`config.mk`:
```
export PLATFORM = sky130hd
export DESIGN_NAME = dda_line_point_generator
export DESIGN_NICKNAME = d
export VERILOG_FILES = /design/src/rtl/core/dlpg_pkg.sv /design/src/rtl/core/dda_line_point_generator.sv /design/src/rtl/core/dlpg_front.sv /design/src/rtl/core/dlpg_queue.sv /design/src/rtl/core/dlpg_back.sv
export SDC_FILE = /design/constraint.sdc
export NUM_CORES = 1
export LEC_CHECK = 0
export BUFFER_PORTS_ARGS = -buffer_cell sky130_fd_sc_hd__buf_2
export CORE_ASPECT_RATIO = 0.6
export CORE_MARGIN = 2
export CORE_UTILIZATION = 30
export CTS_CLUSTER_SIZE = 14
export DETAILED_ROUTE_END_ITERATION = 16
export PLACE_DENSITY_LB_ADDON = 0.25
export SYNTH_ARGS = -nofsm -noshare
export SYNTH_HDL_FRONTEND = slang
export SYNTH_HIERARCHICAL = 1
export SYNTH_SLANG_ARGS = --single-unit
```
`constraint.sdc`:
```
create_clock -name i_clk -period 5.1 [get_ports i_clk]
set_clock_uncertainty 0.15 [all_clocks]
set_input_delay 0.51 -clock i_clk [delete_from_list [all_inputs] [get_ports i_clk]]
set_output_delay 0.51 -clock i_clk [all_outputs]
set_load 0.02 [all_outputs]
```
`src/rtl/core/dlpg_pkg.sv`:
```
// ----------------------------------------------------------------------------
// dlpg_pkg
// shared types and constants of the dda line point generator
// ----------------------------------------------------------------------------
package dlpg_pkg;

    localparam int C_COORD_BITS  = 6;
    localparam int C_QUEUE_DEPTH = 2;

    typedef logic [C_COORD_BITS-1:0] t_coord;

    typedef struct packed {
        t_coord start_x;
        t_coord start_y;
        t_coord end_x;
        t_coord end_y;
    } t_line_in;

    typedef struct packed {
        t_coord point_x;
        t_coord point_y;
        logic   last_point;
    } t_point_out;

    // classified line, as passed from the front to the back
    typedef struct packed {
        logic   major_is_x;
        logic   step_backward;
        t_coord major_start;
        t_coord major_end;
        t_coord minor_start;
        logic   minor_neg;
        t_coord minor_mag;
        t_coord major_len;
        t_coord end_x;
        t_coord end_y;
    } t_line_cmd;

endpackage

```
`src/rtl/core/dda_line_point_generator.sv`:
```
// ----------------------------------------------------------------------------
// dda_line_point_generator
// emits every grid point of a line from start to end with a fixed-point dda
// ----------------------------------------------------------------------------
// Each accepted line produces |major delta| + 1 points, start first, end last,
// with last_point set on the end point. The back end loads a line from the
// queue and performs the bit-serial slope division, then emits one point
// per cycle while the output is not stalled. A two-entry queue of
// classified lines lets new lines be accepted while the back end is still
// busy.
module dda_line_point_generator #(
    parameter int FRAC_BITS = 16
) (
    input  logic                 i_clk,
    input  logic                 i_rst_n,
    input  logic                 i_line_valid,
    output logic                 o_line_stall,
    input  dlpg_pkg::t_line_in   i_line,
    output logic                 o_point_valid,
    input  logic                 i_point_stall,
    output dlpg_pkg::t_point_out o_point
);
    import dlpg_pkg::*;

    logic      push;
    logic      pop;
    logic      queue_full;
    logic      queue_empty;
    t_line_cmd front_cmd;
    t_line_cmd head_cmd;

    dlpg_front u_front (
        .i_line_valid (i_line_valid),
        .o_line_stall (o_line_stall),
        .i_line       (i_line),
        .i_queue_full (queue_full),
        .o_push       (push),
        .o_cmd        (front_cmd)
    );

    dlpg_queue u_queue (
        .i_clk   (i_clk),
        .i_rst_n (i_rst_n),
        .i_push  (push),
        .i_cmd   (front_cmd),
        .o_full  (queue_full),
        .i_pop   (pop),
        .o_empty (queue_empty),
        .o_cmd   (head_cmd)
    );

    dlpg_back #(
        .FRAC_BITS (FRAC_BITS)
    ) u_back (
        .i_clk         (i_clk),
        .i_rst_n       (i_rst_n),
        .i_queue_empty (queue_empty),
        .i_cmd         (head_cmd),
        .o_pop         (pop),
        .o_point_valid (o_point_valid),
        .i_point_stall (i_point_stall),
        .o_point       (o_point)
    );

endmodule

```
`src/rtl/core/dlpg_front.sv`:
```
// ----------------------------------------------------------------------------
// dlpg_front
// accepts a line and classifies it: major axis, direction, deltas
// ----------------------------------------------------------------------------
module dlpg_front (
    input  logic               i_line_valid,
    output logic               o_line_stall,
    input  dlpg_pkg::t_line_in i_line,
    input  logic               i_queue_full,
    output logic               o_push,
    output dlpg_pkg::t_line_cmd o_cmd
);
    import dlpg_pkg::*;

    t_coord adx;
    t_coord ady;
    logic   x_back;
    logic   y_back;
    logic   maj_x;

    always_comb begin
        x_back = i_line.end_x < i_line.start_x;
        y_back = i_line.end_y < i_line.start_y;
        adx    = x_back ? t_coord'(i_line.start_x - i_line.end_x)
                        : t_coord'(i_line.end_x - i_line.start_x);
        ady    = y_back ? t_coord'(i_line.start_y - i_line.end_y)
                        : t_coord'(i_line.end_y - i_line.start_y);
        maj_x  = adx > ady;

        o_cmd.major_is_x    = maj_x;
        o_cmd.step_backward = maj_x ? x_back : y_back;
        o_cmd.major_start   = maj_x ? i_line.start_x : i_line.start_y;
        o_cmd.major_end     = maj_x ? i_line.end_x : i_line.end_y;
        o_cmd.minor_start   = maj_x ? i_line.start_y : i_line.start_x;
        o_cmd.minor_neg     = maj_x ? y_back : x_back;
        o_cmd.minor_mag     = maj_x ? ady : adx;
        o_cmd.major_len     = maj_x ? adx : ady;
        o_cmd.end_x         = i_line.end_x;
        o_cmd.end_y         = i_line.end_y;
    end

    assign o_line_stall = i_queue_full;
    assign o_push       = i_line_valid && !i_queue_full;

endmodule

```
`src/rtl/core/dlpg_queue.sv`:
```
// ----------------------------------------------------------------------------
// dlpg_queue
// short queue of classified lines between the front and the back
// ----------------------------------------------------------------------------
module dlpg_queue (
    input  logic                i_clk,
    input  logic                i_rst_n,
    input  logic                i_push,
    input  dlpg_pkg::t_line_cmd i_cmd,
    output logic                o_full,
    input  logic                i_pop,
    output logic                o_empty,
    output dlpg_pkg::t_line_cmd o_cmd
);
    import dlpg_pkg::*;

    localparam int PTR_W = (C_QUEUE_DEPTH > 1) ? $clog2(C_QUEUE_DEPTH) : 1;
    localparam int CNT_W = $clog2(C_QUEUE_DEPTH + 1);
    localparam logic [PTR_W-1:0] LAST_PTR = PTR_W'(C_QUEUE_DEPTH - 1);

    t_line_cmd        r_mem [C_QUEUE_DEPTH];
    logic [PTR_W-1:0] r_wr_ptr;
    logic [PTR_W-1:0] r_rd_ptr;
    logic [CNT_W-1:0] r_count;

    assign o_full  = r_count == CNT_W'(C_QUEUE_DEPTH);
    assign o_empty = r_count == '0;
    assign o_cmd   = r_mem[r_rd_ptr];

    always_ff @(posedge i_clk) begin
        if (i_push) begin
            r_mem[r_wr_ptr] <= i_cmd;
        end
    end

    always_ff @(posedge i_clk) begin
        if (!i_rst_n) begin
            r_wr_ptr <= '0;
            r_rd_ptr <= '0;
            r_count  <= '0;
        end else begin
            if (i_push) begin
                r_wr_ptr <= (r_wr_ptr == LAST_PTR) ? '0 : r_wr_ptr + 1'b1;
            end
            if (i_pop) begin
                r_rd_ptr <= (r_rd_ptr == LAST_PTR) ? '0 : r_rd_ptr + 1'b1;
            end
            if (i_push && !i_pop) begin
                r_count <= r_count + 1'b1;
            end else if (i_pop && !i_push) begin
                r_count <= r_count - 1'b1;
            end
        end
    end

endmodule

```
`src/rtl/core/dlpg_back.sv`:
```
// ----------------------------------------------------------------------------
// dlpg_back
// slope division one bit a cycle, then walks the line one point a cycle while the output is not stalled
// ----------------------------------------------------------------------------
module dlpg_back #(
    parameter int FRAC_BITS = 16
) (
    input  logic                 i_clk,
    input  logic                 i_rst_n,
    input  logic                 i_queue_empty,
    input  dlpg_pkg::t_line_cmd  i_cmd,
    output logic                 o_pop,
    output logic                 o_point_valid,
    input  logic                 i_point_stall,
    output dlpg_pkg::t_point_out o_point
);
    import dlpg_pkg::*;

    localparam int ACC_W = C_COORD_BITS + FRAC_BITS + 2;
    localparam int CNT_W = $clog2(FRAC_BITS + 1);
    localparam logic signed [ACC_W-1:0] HALF = ACC_W'(1) <<< (FRAC_BITS - 1);

    typedef enum logic [1:0] {S_IDLE, S_DIV, S_RUN} t_state;

    t_state                    r_state,     n_state;
    t_line_cmd                 r_cmd,       n_cmd;
    t_coord                    r_rem,       n_rem;
    logic [FRAC_BITS:0]        r_quot,      n_quot;
    logic [CNT_W-1:0]          r_cnt,       n_cnt;
    t_coord                    r_major_pos, n_major_pos;
    logic signed [ACC_W-1:0]   r_acc,       n_acc;
    logic                      r_out_valid, n_out_valid;
    t_point_out                r_out,       n_out;

    logic [C_COORD_BITS:0]     rem2;
    logic                      ge;
    logic                      q0;
    logic signed [FRAC_BITS+1:0] slope_s;
    logic signed [ACC_W-1:0]   slope;
    logic signed [ACC_W-1:0]   rsum;
    t_coord                    minor_pt;
    logic                      out_free;

    always_comb begin
        rem2     = {r_rem, 1'b0};
        ge       = (r_cmd.major_len != '0) && (rem2 >= {1'b0, r_cmd.major_len});
        q0       = (i_cmd.major_len != '0) && (i_cmd.minor_mag >= i_cmd.major_len);
        slope_s  = r_cmd.minor_neg ? -$signed({1'b0, r_quot}) : $signed({1'b0, r_quot});
        slope    = {{(ACC_W-FRAC_BITS-2){slope_s[FRAC_BITS+1]}}, slope_s};
        rsum     = r_acc + HALF;
        minor_pt = rsum[ACC_W-1] ? '0 : rsum[FRAC_BITS +: C_COORD_BITS];
        out_free = !r_out_valid || !i_point_stall;

        n_state     = r_state;
        n_cmd       = r_cmd;
        n_rem       = r_rem;
        n_quot      = r_quot;
        n_cnt       = r_cnt;
        n_major_pos = r_major_pos;
        n_acc       = r_acc;
        n_out_valid = r_out_valid && i_point_stall;
        n_out       = r_out;
        o_pop       = 1'b0;

        case (r_state)
            S_IDLE: begin
                if (!i_queue_empty) begin
                    o_pop       = 1'b1;
                    n_cmd       = i_cmd;
                    n_quot      = {{FRAC_BITS{1'b0}}, q0};
                    n_rem       = q0 ? t_coord'(i_cmd.minor_mag - i_cmd.major_len)
                                     : i_cmd.minor_mag;
                    n_cnt       = CNT_W'(FRAC_BITS - 1);
                    n_major_pos = i_cmd.major_start;
                    n_acc       = {2'b00, i_cmd.minor_start, {FRAC_BITS{1'b0}}};
                    n_state     = S_DIV;
                end
            end
            S_DIV: begin
                n_quot = {r_quot[FRAC_BITS-1:0], ge};
                n_rem  = ge ? t_coord'(rem2 - {1'b0, r_cmd.major_len})
                            : rem2[C_COORD_BITS-1:0];
                n_cnt  = r_cnt - 1'b1;
                if (r_cnt == '0) begin
                    n_state = S_RUN;
                end
            end
            S_RUN: begin
                if (out_free) begin
                    n_out_valid = 1'b1;
                    if (r_major_pos == r_cmd.major_end) begin
                        n_out.point_x    = r_cmd.end_x;
                        n_out.point_y    = r_cmd.end_y;
                        n_out.last_point = 1'b1;
                        n_state          = S_IDLE;
                    end else begin
                        n_out.point_x    = r_cmd.major_is_x ? r_major_pos : minor_pt;
                        n_out.point_y    = r_cmd.major_is_x ? minor_pt : r_major_pos;
                        n_out.last_point = 1'b0;
                        n_major_pos      = r_cmd.step_backward ? r_major_pos - 1'b1
                                                               : r_major_pos + 1'b1;
                        n_acc            = r_acc + slope;
                    end
                end
            end
            default: begin
                n_state = S_IDLE;
            end
        endcase
    end

    always_ff @(posedge i_clk) begin
        if (!i_rst_n) begin
            r_state     <= S_IDLE;
            r_out_valid <= 1'b0;
        end else begin
            r_state     <= n_state;
            r_out_valid <= n_out_valid;
        end
        r_cmd       <= n_cmd;
        r_rem       <= n_rem;
        r_quot      <= n_quot;
        r_cnt       <= n_cnt;
        r_major_pos <= n_major_pos;
        r_acc       <= n_acc;
        r_out       <= n_out;
    end

    assign o_point_valid = r_out_valid;
    assign o_point       = r_out;

endmodule
```
==> metrics.txt, run 1 <==
# TYPE chip_impl_metric gauge
chip_impl_metric{name="post_cts_resize_count",unit=""} 0
chip_impl_metric{name="critical_path.max_stage_delay",unit="ns"} 0.48
chip_impl_info{name="r2r-end",value="u_back/r_acc[23]"} 1
chip_impl_info{name="timing_worst_setup_path_type",value="reg2reg"} 1
chip_impl_metric{name="timing.hold.worst_path_depth",unit=""} 1
chip_impl_info{name="critPathCaptureType",value="register"} 1
chip_impl_metric{name="worst_skew_pair.late_latency",unit="ns"} 0.45
chip_impl_info{name="whs_endpoint",value="u_queue/r_mem[0][0]"} 1
chip_impl_metric{name="fp.coreArea",unit="sq um"} 38800
chip_impl_metric{name="dr.pass1.iters",unit=""} 5
chip_impl_metric{name="floorplan.die_area",unit="sq um"} 40800
chip_impl_info{name="layout_commonest_cell",value="edfxtp_1"} 1
chip_impl_metric{name="globalRouteOverflowTotal",unit=""} 0
chip_impl_info{name="r2r_start",value="u_back/r_quot[3]"} 1
chip_impl_metric{name="die_width",unit="um"} 260
chip_impl_info{name="worstSetupStartpointType",value="register"} 1
chip_impl_metric{name="synth_edf_count",unit=""} 188
chip_impl_metric{name="r2r_setup_slack",unit="ns"} 0.94
chip_impl_metric{name="numClockSinks",unit=""} 196
chip_impl_metric{name="max-slew-margin-rel",unit=""} 0.247
chip_impl_metric{name="io_pins",unit=""} 43
chip_impl_metric{name="timing.final.hold_violations",unit=""} 0
chip_impl_metric{name="max_slew.worst_pin.slew",unit="ns"} 1.13
chip_impl_metric{name="slew_viol_final",unit=""} 0
chip_impl_metric{name="avgViaCountPerCell",unit=""} 4.92
chip_impl_metric{name="post-cts-setup-buffers",unit=""} 0
chip_impl_metric{name="ctsLongestPathBuffers",unit=""} 2
chip_impl_info{name="status",value="finished, final reports clean"} 1
chip_impl_metric{name="vias_after_detailed_routing",unit=""} 7835
chip_impl_metric{name="power.density_cell_area",unit="nW/um^2"} 702
chip_impl_metric{name="routedWlPerCell",unit="um"} 17.9
chip_impl_metric{name="critical_path_required",unit="ns"} 5.25
chip_impl_metric{name="worst-endpoint-arrival",unit="ns"} 4.31
chip_impl_metric{name="power.static_leakage",unit="nW"} 4.93
chip_impl_metric{name="reg2reg_depth",unit=""} 12
chip_impl_metric{name="grt_max_degree",unit=""} 46
chip_impl_metric{name="synth.lib_cells_used.distinct",unit=""} 82
chip_impl_info{name="most-common-layout-cells",value="edfxtp_1 (188), nand2_1 (93), inv_1 (73)"} 1
chip_impl_info{name="critical_path.cell_chain",value="nor4_4, nand3b_1, or3_1, o41ai_1, xnor2_1, ha_1, a21oi_1, o21ai_0, a211o_1, and3b_1, or3_1, a21oi_1"} 1
chip_impl_metric{name="fmaxAchievable",unit="MHz"} 240
chip_impl_info{name="worst_path_max_delay_cell",value="edfxtp_1"} 1
chip_impl_metric{name="chipHeight",unit="um"} 157
chip_impl_metric{name="synth-seq-cells",unit=""} 196
chip_impl_metric{name="antenna_violating_nets_post_route",unit=""} 0
chip_impl_metric{name="count_of_h_tree_levels_built_during_cts",unit=""} 4
chip_impl_metric{name="total_of_warnings_raised_by_yosys",unit=""} 6
chip_impl_metric{name="syn-cell-area",unit="sq um"} 11800
chip_impl_metric{name="vdd.ir_drop.worst",unit="uV"} 309
chip_impl_info{name="clock_tree_root_driver_cell",value="clkbuf_16"} 1
chip_impl_metric{name="synth_sequential_area_ratio",unit=""} 0.494
chip_impl_metric{name="detailedPlacementHpwl",unit="mm"} 21.3
chip_impl_metric{name="wl",unit="mm"} 28.4
chip_impl_metric{name="initial_core_util",unit=""} 0.303
chip_impl_metric{name="drv_cap",unit=""} 0
chip_impl_metric{name="syn-num-nets",unit=""} 1144
chip_impl_metric{name="diodes",unit=""} 0
chip_impl_metric{name="share_of_layout_cells_above_drive_strength_1",unit=""} 0.152
chip_impl_info{name="critPathLaunch",value="u_back/r_quot[3]"} 1
chip_impl_metric{name="layout.core_utilization",unit=""} 0.335
chip_impl_info{name="hp-class",value="in2reg"} 1
chip_impl_metric{name="area.growth.synth_to_final",unit="%"} 10.5
chip_impl_metric{name="nets",unit=""} 1165
chip_impl_metric{name="finalSetupViolations",unit=""} 0
chip_impl_metric{name="post-route-drc-count",unit=""} 0
chip_impl_info{name="synth-main-ff-cell",value="edfxtp_1"} 1
chip_impl_metric{name="syn_area_per_cell",unit="sq um"} 11.3
chip_impl_metric{name="fin_setup_tns",unit="ns"} 0
chip_impl_metric{name="postCtsHoldBufs",unit=""} 0
chip_impl_metric{name="final_critical_path_share_of_the_clock_period",unit=""} 0.816
chip_impl_metric{name="gp_congestion",unit=""} 0.843
chip_impl_metric{name="rows",unit=""} 56
chip_impl_metric{name="cts.clk_slew.worst_paths",unit="ns"} 0.08
chip_impl_info{name="unrepaired_setup_endpoints_after_global_routing",value="no"} 1
chip_impl_metric{name="layout_min_cycle_time",unit="ns"} 4.16
chip_impl_metric{name="number_of_buffer_cells_added_on_primary_ports",unit=""} 42
chip_impl_metric{name="share_of_synthesized_registers_carrying_an_async_set_or_reset",unit=""} 0
chip_impl_metric{name="cts_buffers",unit=""} 17
chip_impl_metric{name="syn-instance-count",unit=""} 1036
chip_impl_metric{name="drtIter0Drc",unit=""} 660
chip_impl_metric{name="via_count_of_the_first_global_routing_pass",unit=""} 7195
chip_impl_metric{name="grt_use_total",unit=""} 0.142
chip_impl_metric{name="grt_antenna_before_repair",unit=""} 1
chip_impl_info{name="tritoncts",value="built"} 1
chip_impl_metric{name="grt_first_pass_wirelength",unit="mm"} 43.5
chip_impl_metric{name="worst-path-max-fanout",unit=""} 9
chip_impl_info{name="min-delay-start",value="i_line[0]"} 1
-- worst max-delay path: cells and delay by family (launching register included) --
family | cells | cell delay (ns)
and+or+nand+nor | 5 | 1.55
AOI/OAI and AO/OA | 5 | 1.22
DFF | 1 | 0.48
adders and majority gates | 1 | 0.46
xor gates and xnor gates | 1 | 0.14
-- worst max-delay path by stage --
stage	endpoint	cells past startpoint
after detailed placement	u_queue/r_mem[1][20]	14
final	u_back/r_acc[23]	12
after global placement	u_queue/r_mem[0][21]	14
after floorplan	u_back/r_acc[0]	3
after global routing	u_back/r_acc[23]	12
after CTS	u_back/r_acc[23]	12
-- registers in the layout, indices dropped and copies added, names as in the netlist, named ones only --
name                  cells
u_back/r_quot            17
u_queue/r_rd_ptr          1
u_back/r_acc             24
u_back/r_state            2
u_back/o_point           13
u_back/r_major_pos        6
u_queue/r_count           2
u_queue/r_wr_ptr          1
u_back/o_point_valid      1
u_back/r_rem              6
u_back/r_cnt              5
u_back/r_cmd             27
u_queue/r_mem            90
-- report_power, final --
group | leakage, nW | switching [mW] | internal (mW)
clock | 0.288 | 0.671 | 0.699
combinational | 2.80 | 2.87 | 1.95
sequential | 1.84 | 0.373 | 2.56
total | 4.93 | 3.91 | 5.20
-- final cells by class --
class | instances | area, sq um
Fill cell | 3936 | 25800
Timing Repair Buffer | 55 | 320
Clock buffer | 17 | 425
Clock inverter | 14 | 164
Multi-Input combinational cell | 714 | 5350
Tap cell | 522 | 653
Sequential cell | 196 | 5810
Inverter | 73 | 274
-- Yosys cell counts, types with 23 or more instances --
cell type    n  area (sq um)
mux2_2      48           541
ha_1        72           901
edfxtp_1   188          5650
o21ai_0     55           275
a21oi_1     56           280
xor2_1      23           201
nand2_1     93           349
nor2_1      47           176
mux2i_1     29           290
inv_1       73           274
xnor2_1     37           324
and2_1      24           150
-- stage by stage --
step,instances,area [sq um],power (mW),hold slack (ns),worst slack (ns)
2_1_floorplan,1036,11800,6.50,0.316,1.03
3_3_place_gp,1560,12400,7.70,0.340,0.602
3_5_place_dp,1560,12400,7.70,0.349,0.562
4_1_cts,1591,13000,9.13,0.134,0.927
5_1_grt,1591,13000,9.82,0.148,0.648
6_report,1591,13000,9.11,0.154,0.938
-- kinds of logic (layout without fill, tap and decap cells) --
family,Yosys count,in the layout,share of synthesized area
fa+ha+maj,80,80,0.0902
buf+inv,126,159,0.0544
mux,80,80,0.0739
compound gates,226,226,0.127
xor+xnor,60,60,0.0447
simple gates,268,268,0.116
flops,196,196,0.494
-- routing by layer --
| layer | track usage | up-vias | share of wire |
|---|---|---|---|
| met3 | 0.0295 | 18 | 0.058 |
| met2 | 0.177 | 197 | 0.36 |
| met5 | 0 | - | 0.00046 |
| li1 | - | 3827 | - |
| met4 | 0.0320 | 2 | 0.0078 |
| met1 | 0.239 | 3791 | 0.57 |
No activity file was read; power rests on OpenSTA's default activity.
==> inputs of run 2 (changes only) <==
--- a/config.mk
+++ b/config.mk
@@ -5,6 +5,7 @@
 export SDC_FILE = /design/constraint.sdc
 export NUM_CORES = 1
 export LEC_CHECK = 0
+export ABC_AREA = 1
 export BUFFER_PORTS_ARGS = -buffer_cell sky130_fd_sc_hd__buf_2
 export CORE_ASPECT_RATIO = 0.6
 export CORE_MARGIN = 2
==> constraint.sdc (replaced) <==
create_clock -name i_clk -period 3.6 [get_ports i_clk]
set_clock_uncertainty 0.15 [all_clocks]
set_input_delay 0.36 -clock i_clk [delete_from_list [all_inputs] [get_ports i_clk]]
set_output_delay 0.36 -clock i_clk [all_outputs]
set_load 0.02 [all_outputs]
==> metrics.txt, run 2 <==
# TYPE chip_impl_metric gauge
chip_impl_info{name="status",value="finished, final reports clean"} 1
chip_impl_metric{name="share_of_layout_cells_above_drive_strength_1",unit=""} 0.118
chip_impl_info{name="unrepaired_setup_endpoints_after_global_routing",value="no"} 1
chip_impl_info{name="netlist_top_cells_area",value="edfxtp_1 (45%), nand2_1 (12%), ha_1 (7.2%), inv_1 (6.2%), mux2_4 (4.8%)"} 1
chip_impl_metric{name="post-route-drc-count",unit=""} 0
chip_impl_info{name="worstSetupEndpoint",value="u_queue/r_mem[1][28]"} 1
chip_impl_metric{name="max_slew.worst_pin.slew",unit="ns"} 0.843
chip_impl_metric{name="reg2reg_depth",unit=""} 18
chip_impl_metric{name="syn_area_per_cell",unit="sq um"} 8.88
chip_impl_metric{name="io_pins",unit=""} 43
chip_impl_metric{name="setup_ws",unit="ns"} 0.237
chip_impl_metric{name="met3_track_utilization_from_global_routing",unit=""} 0.0273
chip_impl_info{name="regMostFlops",value="u_queue/r_mem"} 1
chip_impl_metric{name="cts_buffers",unit=""} 17
chip_impl_metric{name="timing.critical_path.depth",unit=""} 18
chip_impl_metric{name="finalSetupViolations",unit=""} 0
chip_impl_metric{name="synthDominantCellAreaShare",unit=""} 0.453
chip_impl_info{name="critPathCaptureType",value="register"} 1
chip_impl_metric{name="numClockSinks",unit=""} 196
chip_impl_metric{name="final_critical_path_share_of_the_clock_period",unit=""} 0.934
chip_impl_metric{name="area.growth.synth_to_final",unit="%"} 11.6
chip_impl_metric{name="die_width",unit="um"} 267
chip_impl_info{name="synth-main-ff-cell",value="edfxtp_1"} 1
chip_impl_metric{name="vias_after_detailed_routing",unit=""} 9246
chip_impl_metric{name="dr.pass1.iters",unit=""} 5
chip_impl_metric{name="ctsLongestPathBuffers",unit=""} 2
chip_impl_info{name="worstSetupStartpointType",value="primary input"} 1
chip_impl_metric{name="finalInstanceArea",unit="sq um"} 13900
chip_impl_info{name="tritoncts",value="built"} 1
chip_impl_metric{name="syn-num-nets",unit=""} 1511
chip_impl_metric{name="gp_congestion",unit=""} 0.942
chip_impl_info{name="critPathLaunch",value="i_line[8]"} 1
chip_impl_metric{name="detailedPlacementHpwl",unit="mm"} 24.2
chip_impl_info{name="layout_commonest_cell",value="nand2_1"} 1
chip_impl_metric{name="drtIter0Drc",unit=""} 844
chip_impl_metric{name="critical_path_required",unit="ns"} 3.68
chip_impl_metric{name="synth_edf_count",unit=""} 188
chip_impl_info{name="yosysMostFrequentCell",value="nand2_1"} 1
chip_impl_metric{name="timing.final.hold_violations",unit=""} 0
chip_impl_metric{name="post-cts-setup-buffers",unit=""} 0
chip_impl_metric{name="slew_viol_final",unit=""} 0
chip_impl_metric{name="syn-instance-count",unit=""} 1403
chip_impl_metric{name="routedWlPerCell",unit="um"} 15.3
chip_impl_metric{name="count_of_h_tree_levels_built_during_cts",unit=""} 4
chip_impl_info{name="hp-class",value="in2reg"} 1
chip_impl_metric{name="initial_core_util",unit=""} 0.306
chip_impl_metric{name="avgViaCountPerCell",unit=""} 4.57
chip_impl_metric{name="fmaxAchievable",unit="MHz"} 297
chip_impl_metric{name="synth-seq-cells",unit=""} 196
chip_impl_metric{name="grt_first_pass_wirelength",unit="mm"} 49.1
chip_impl_metric{name="worst-path-max-fanout",unit=""} 21
chip_impl_info{name="timing.critical_path.max_delay_family",value="buffers and inverters"} 1
chip_impl_metric{name="diodes",unit=""} 0
chip_impl_metric{name="critical_path.max_stage_delay",unit="ns"} 0.52
chip_impl_info{name="clock_tree_root_driver_cell",value="clkbuf_16"} 1
chip_impl_info{name="synth_largest_area_cell",value="edfxtp_1"} 1
chip_impl_metric{name="grt_max_degree",unit=""} 31
chip_impl_metric{name="total_of_warnings_raised_by_yosys",unit=""} 6
chip_impl_metric{name="detailed_place.area",unit="sq um"} 13200
chip_impl_metric{name="synth.lib_cells_used.distinct",unit=""} 44
chip_impl_metric{name="drv_cap",unit=""} 0
chip_impl_metric{name="rows",unit=""} 57
chip_impl_info{name="r2r-end",value="u_back/r_acc[18]"} 1
chip_impl_metric{name="antenna_violating_nets_post_route",unit=""} 0
chip_impl_metric{name="globalRouteOverflowTotal",unit=""} 0
chip_impl_metric{name="nets",unit=""} 1556
chip_impl_info{name="worst_path_max_delay_cell",value="dlygate4sd3_1"} 1
chip_impl_info{name="crit_top_cell",value="nand2_1"} 1
chip_impl_metric{name="max-slew-margin-rel",unit=""} 0.437
chip_impl_metric{name="wl",unit="mm"} 31.0
chip_impl_metric{name="grt_use_met2",unit=""} 0.193
chip_impl_info{name="layout_top_registers",value="u_queue/r_mem x90, u_back/r_cmd x27, u_back/r_acc x24"} 1
chip_impl_metric{name="worst_skew_pair.late_latency",unit="ns"} 0.45
chip_impl_metric{name="number_of_buffer_cells_added_on_primary_ports",unit=""} 42
chip_impl_metric{name="via_count_of_the_first_global_routing_pass",unit=""} 8667
chip_impl_metric{name="fp.coreArea",unit="sq um"} 40700
chip_impl_info{name="most-common-layout-cells",value="nand2_1 (404), inv_1 (205), edfxtp_1 (188)"} 1
chip_impl_metric{name="floorplan.die_area",unit="sq um"} 43200
chip_impl_info{name="critical_path.cell_chain",value="dlygate4sd3_1, buf_2, inv_1, ha_4, nand3_1, nand2_2, a21o_1, nand2_1, nand2_1, inv_1, ha_1, nand2_1, nor2_1, o21ai_1, nand3_1, nand2_2, buf_12, o21ai_1"} 1
chip_impl_metric{name="share_of_synthesized_registers_carrying_an_async_set_or_reset",unit=""} 0
chip_impl_metric{name="grt_use_total",unit=""} 0.149
chip_impl_metric{name="worst-endpoint-arrival",unit="ns"} 3.44
chip_impl_info{name="grt_most_used_layer",value="met1"} 1
chip_impl_metric{name="syn-cell-area",unit="sq um"} 12500
chip_impl_metric{name="largest_register_ffs",unit=""} 90
chip_impl_metric{name="r2r_setup_slack",unit="ns"} 0.32
chip_impl_metric{name="layout_min_cycle_time",unit="ns"} 3.36
chip_impl_info{name="r2r_start",value="u_back/r_quot[1]"} 1
chip_impl_metric{name="cts.clk_slew.worst_paths",unit="ns"} 0.08
chip_impl_info{name="netlist_top_cells_count",value="nand2_1 (404), inv_1 (206), edfxtp_1 (188), nor2_1 (111), nand3_1 (103)"} 1
chip_impl_metric{name="critical_path.n_buffers_inverters",unit=""} 5
chip_impl_info{name="min-delay-start",value="i_line[9]"} 1
chip_impl_metric{name="placement.setup.worst_slack",unit="ns"} -0.0196
chip_impl_info{name="timing_worst_setup_path_type",value="in2reg"} 1
chip_impl_metric{name="grt_antenna_before_repair",unit=""} 0
chip_impl_metric{name="chipHeight",unit="um"} 162
chip_impl_metric{name="synth_sequential_area_ratio",unit=""} 0.466
chip_impl_metric{name="grt.met1_usage",unit=""} 0.247
-- run 2: worst min path at each step --
stage | to | slack [ns] | cells after the start
after detailed placement | u_queue/r_rd_ptr | 0.34 | 2
after floorplan | register | 0.32 | 2
after global placement | u_queue/r_rd_ptr | 0.33 | 2
after global routing | u_queue/r_mem[0][9] | 0.005 | 1
after CTS | u_queue/r_mem[1][2] | 0.003 | 1
final | u_queue/r_mem[0][9] | 0.02 | 1
-- run 2: repair_timing --
item	CTS	global route
resized for setup	0	11
hold buffers	3	1
hold endpoints to repair	6	2
endpoints found under the setup margin	0	71
-- run 2: stage by stage --
stage	utilization	hold WS (ns)	setup TNS, ns	cells
6_report	0.341	0.0188	0	2021
5_1_grt	0.341	0.00471	0	2021
4_1_cts	0.340	0.00343	0	2020
3_5_place_dp	0.325	0.344	-0.0391	1985
3_3_place_gp	0.325	0.326	0	1985
2_1_floorplan	-	0.316	0	1403
-- run 2: logic make-up after synthesis --
group	count (synthesis)	synth area share
AO/OA/AOI/OAI	124	0.0574
XOR/XNOR	39	0.0274
adder cells (fa/ha/maj)	80	0.0852
buffers and inverters	252	0.0894
flip-flops	196	0.466
multiplexers	45	0.0528
AND/OR/NAND/NOR	667	0.222
-- run 2: layout make-up --
type	instances	area, sq um
Fill cell	4147	26800
Sequential cell	196	5810
Multi-Input combinational cell	955	5570
Inverter	211	792
Tap cell	560	701
Clock buffer	19	433
Timing Repair Buffer	67	420
Clock inverter	13	175
-- run 2: per-layer routing --
layer / part of all wire / vias up
met3: 0.045 / 17
li1: - / 4684
met5: 0 / -
met1: 0.57 / 4364
met2: 0.37 / 181
met4: 0.0080 / 0
-- run 2: worst reg2reg max path, delay by kind of cell, from the launching register on --
kind	cells	cell delay, ns
XOR/XNOR	1	0.16
adder cells (fa/ha/maj)	2	0.50
AND/OR/NAND/NOR	13	1.66
buffers and inverters	2	0.16
flip-flops	1	0.41
Power of run 2 is not shown: default switching activity piles up to over one toggle a cycle in this logic, so the estimate is an artifact.
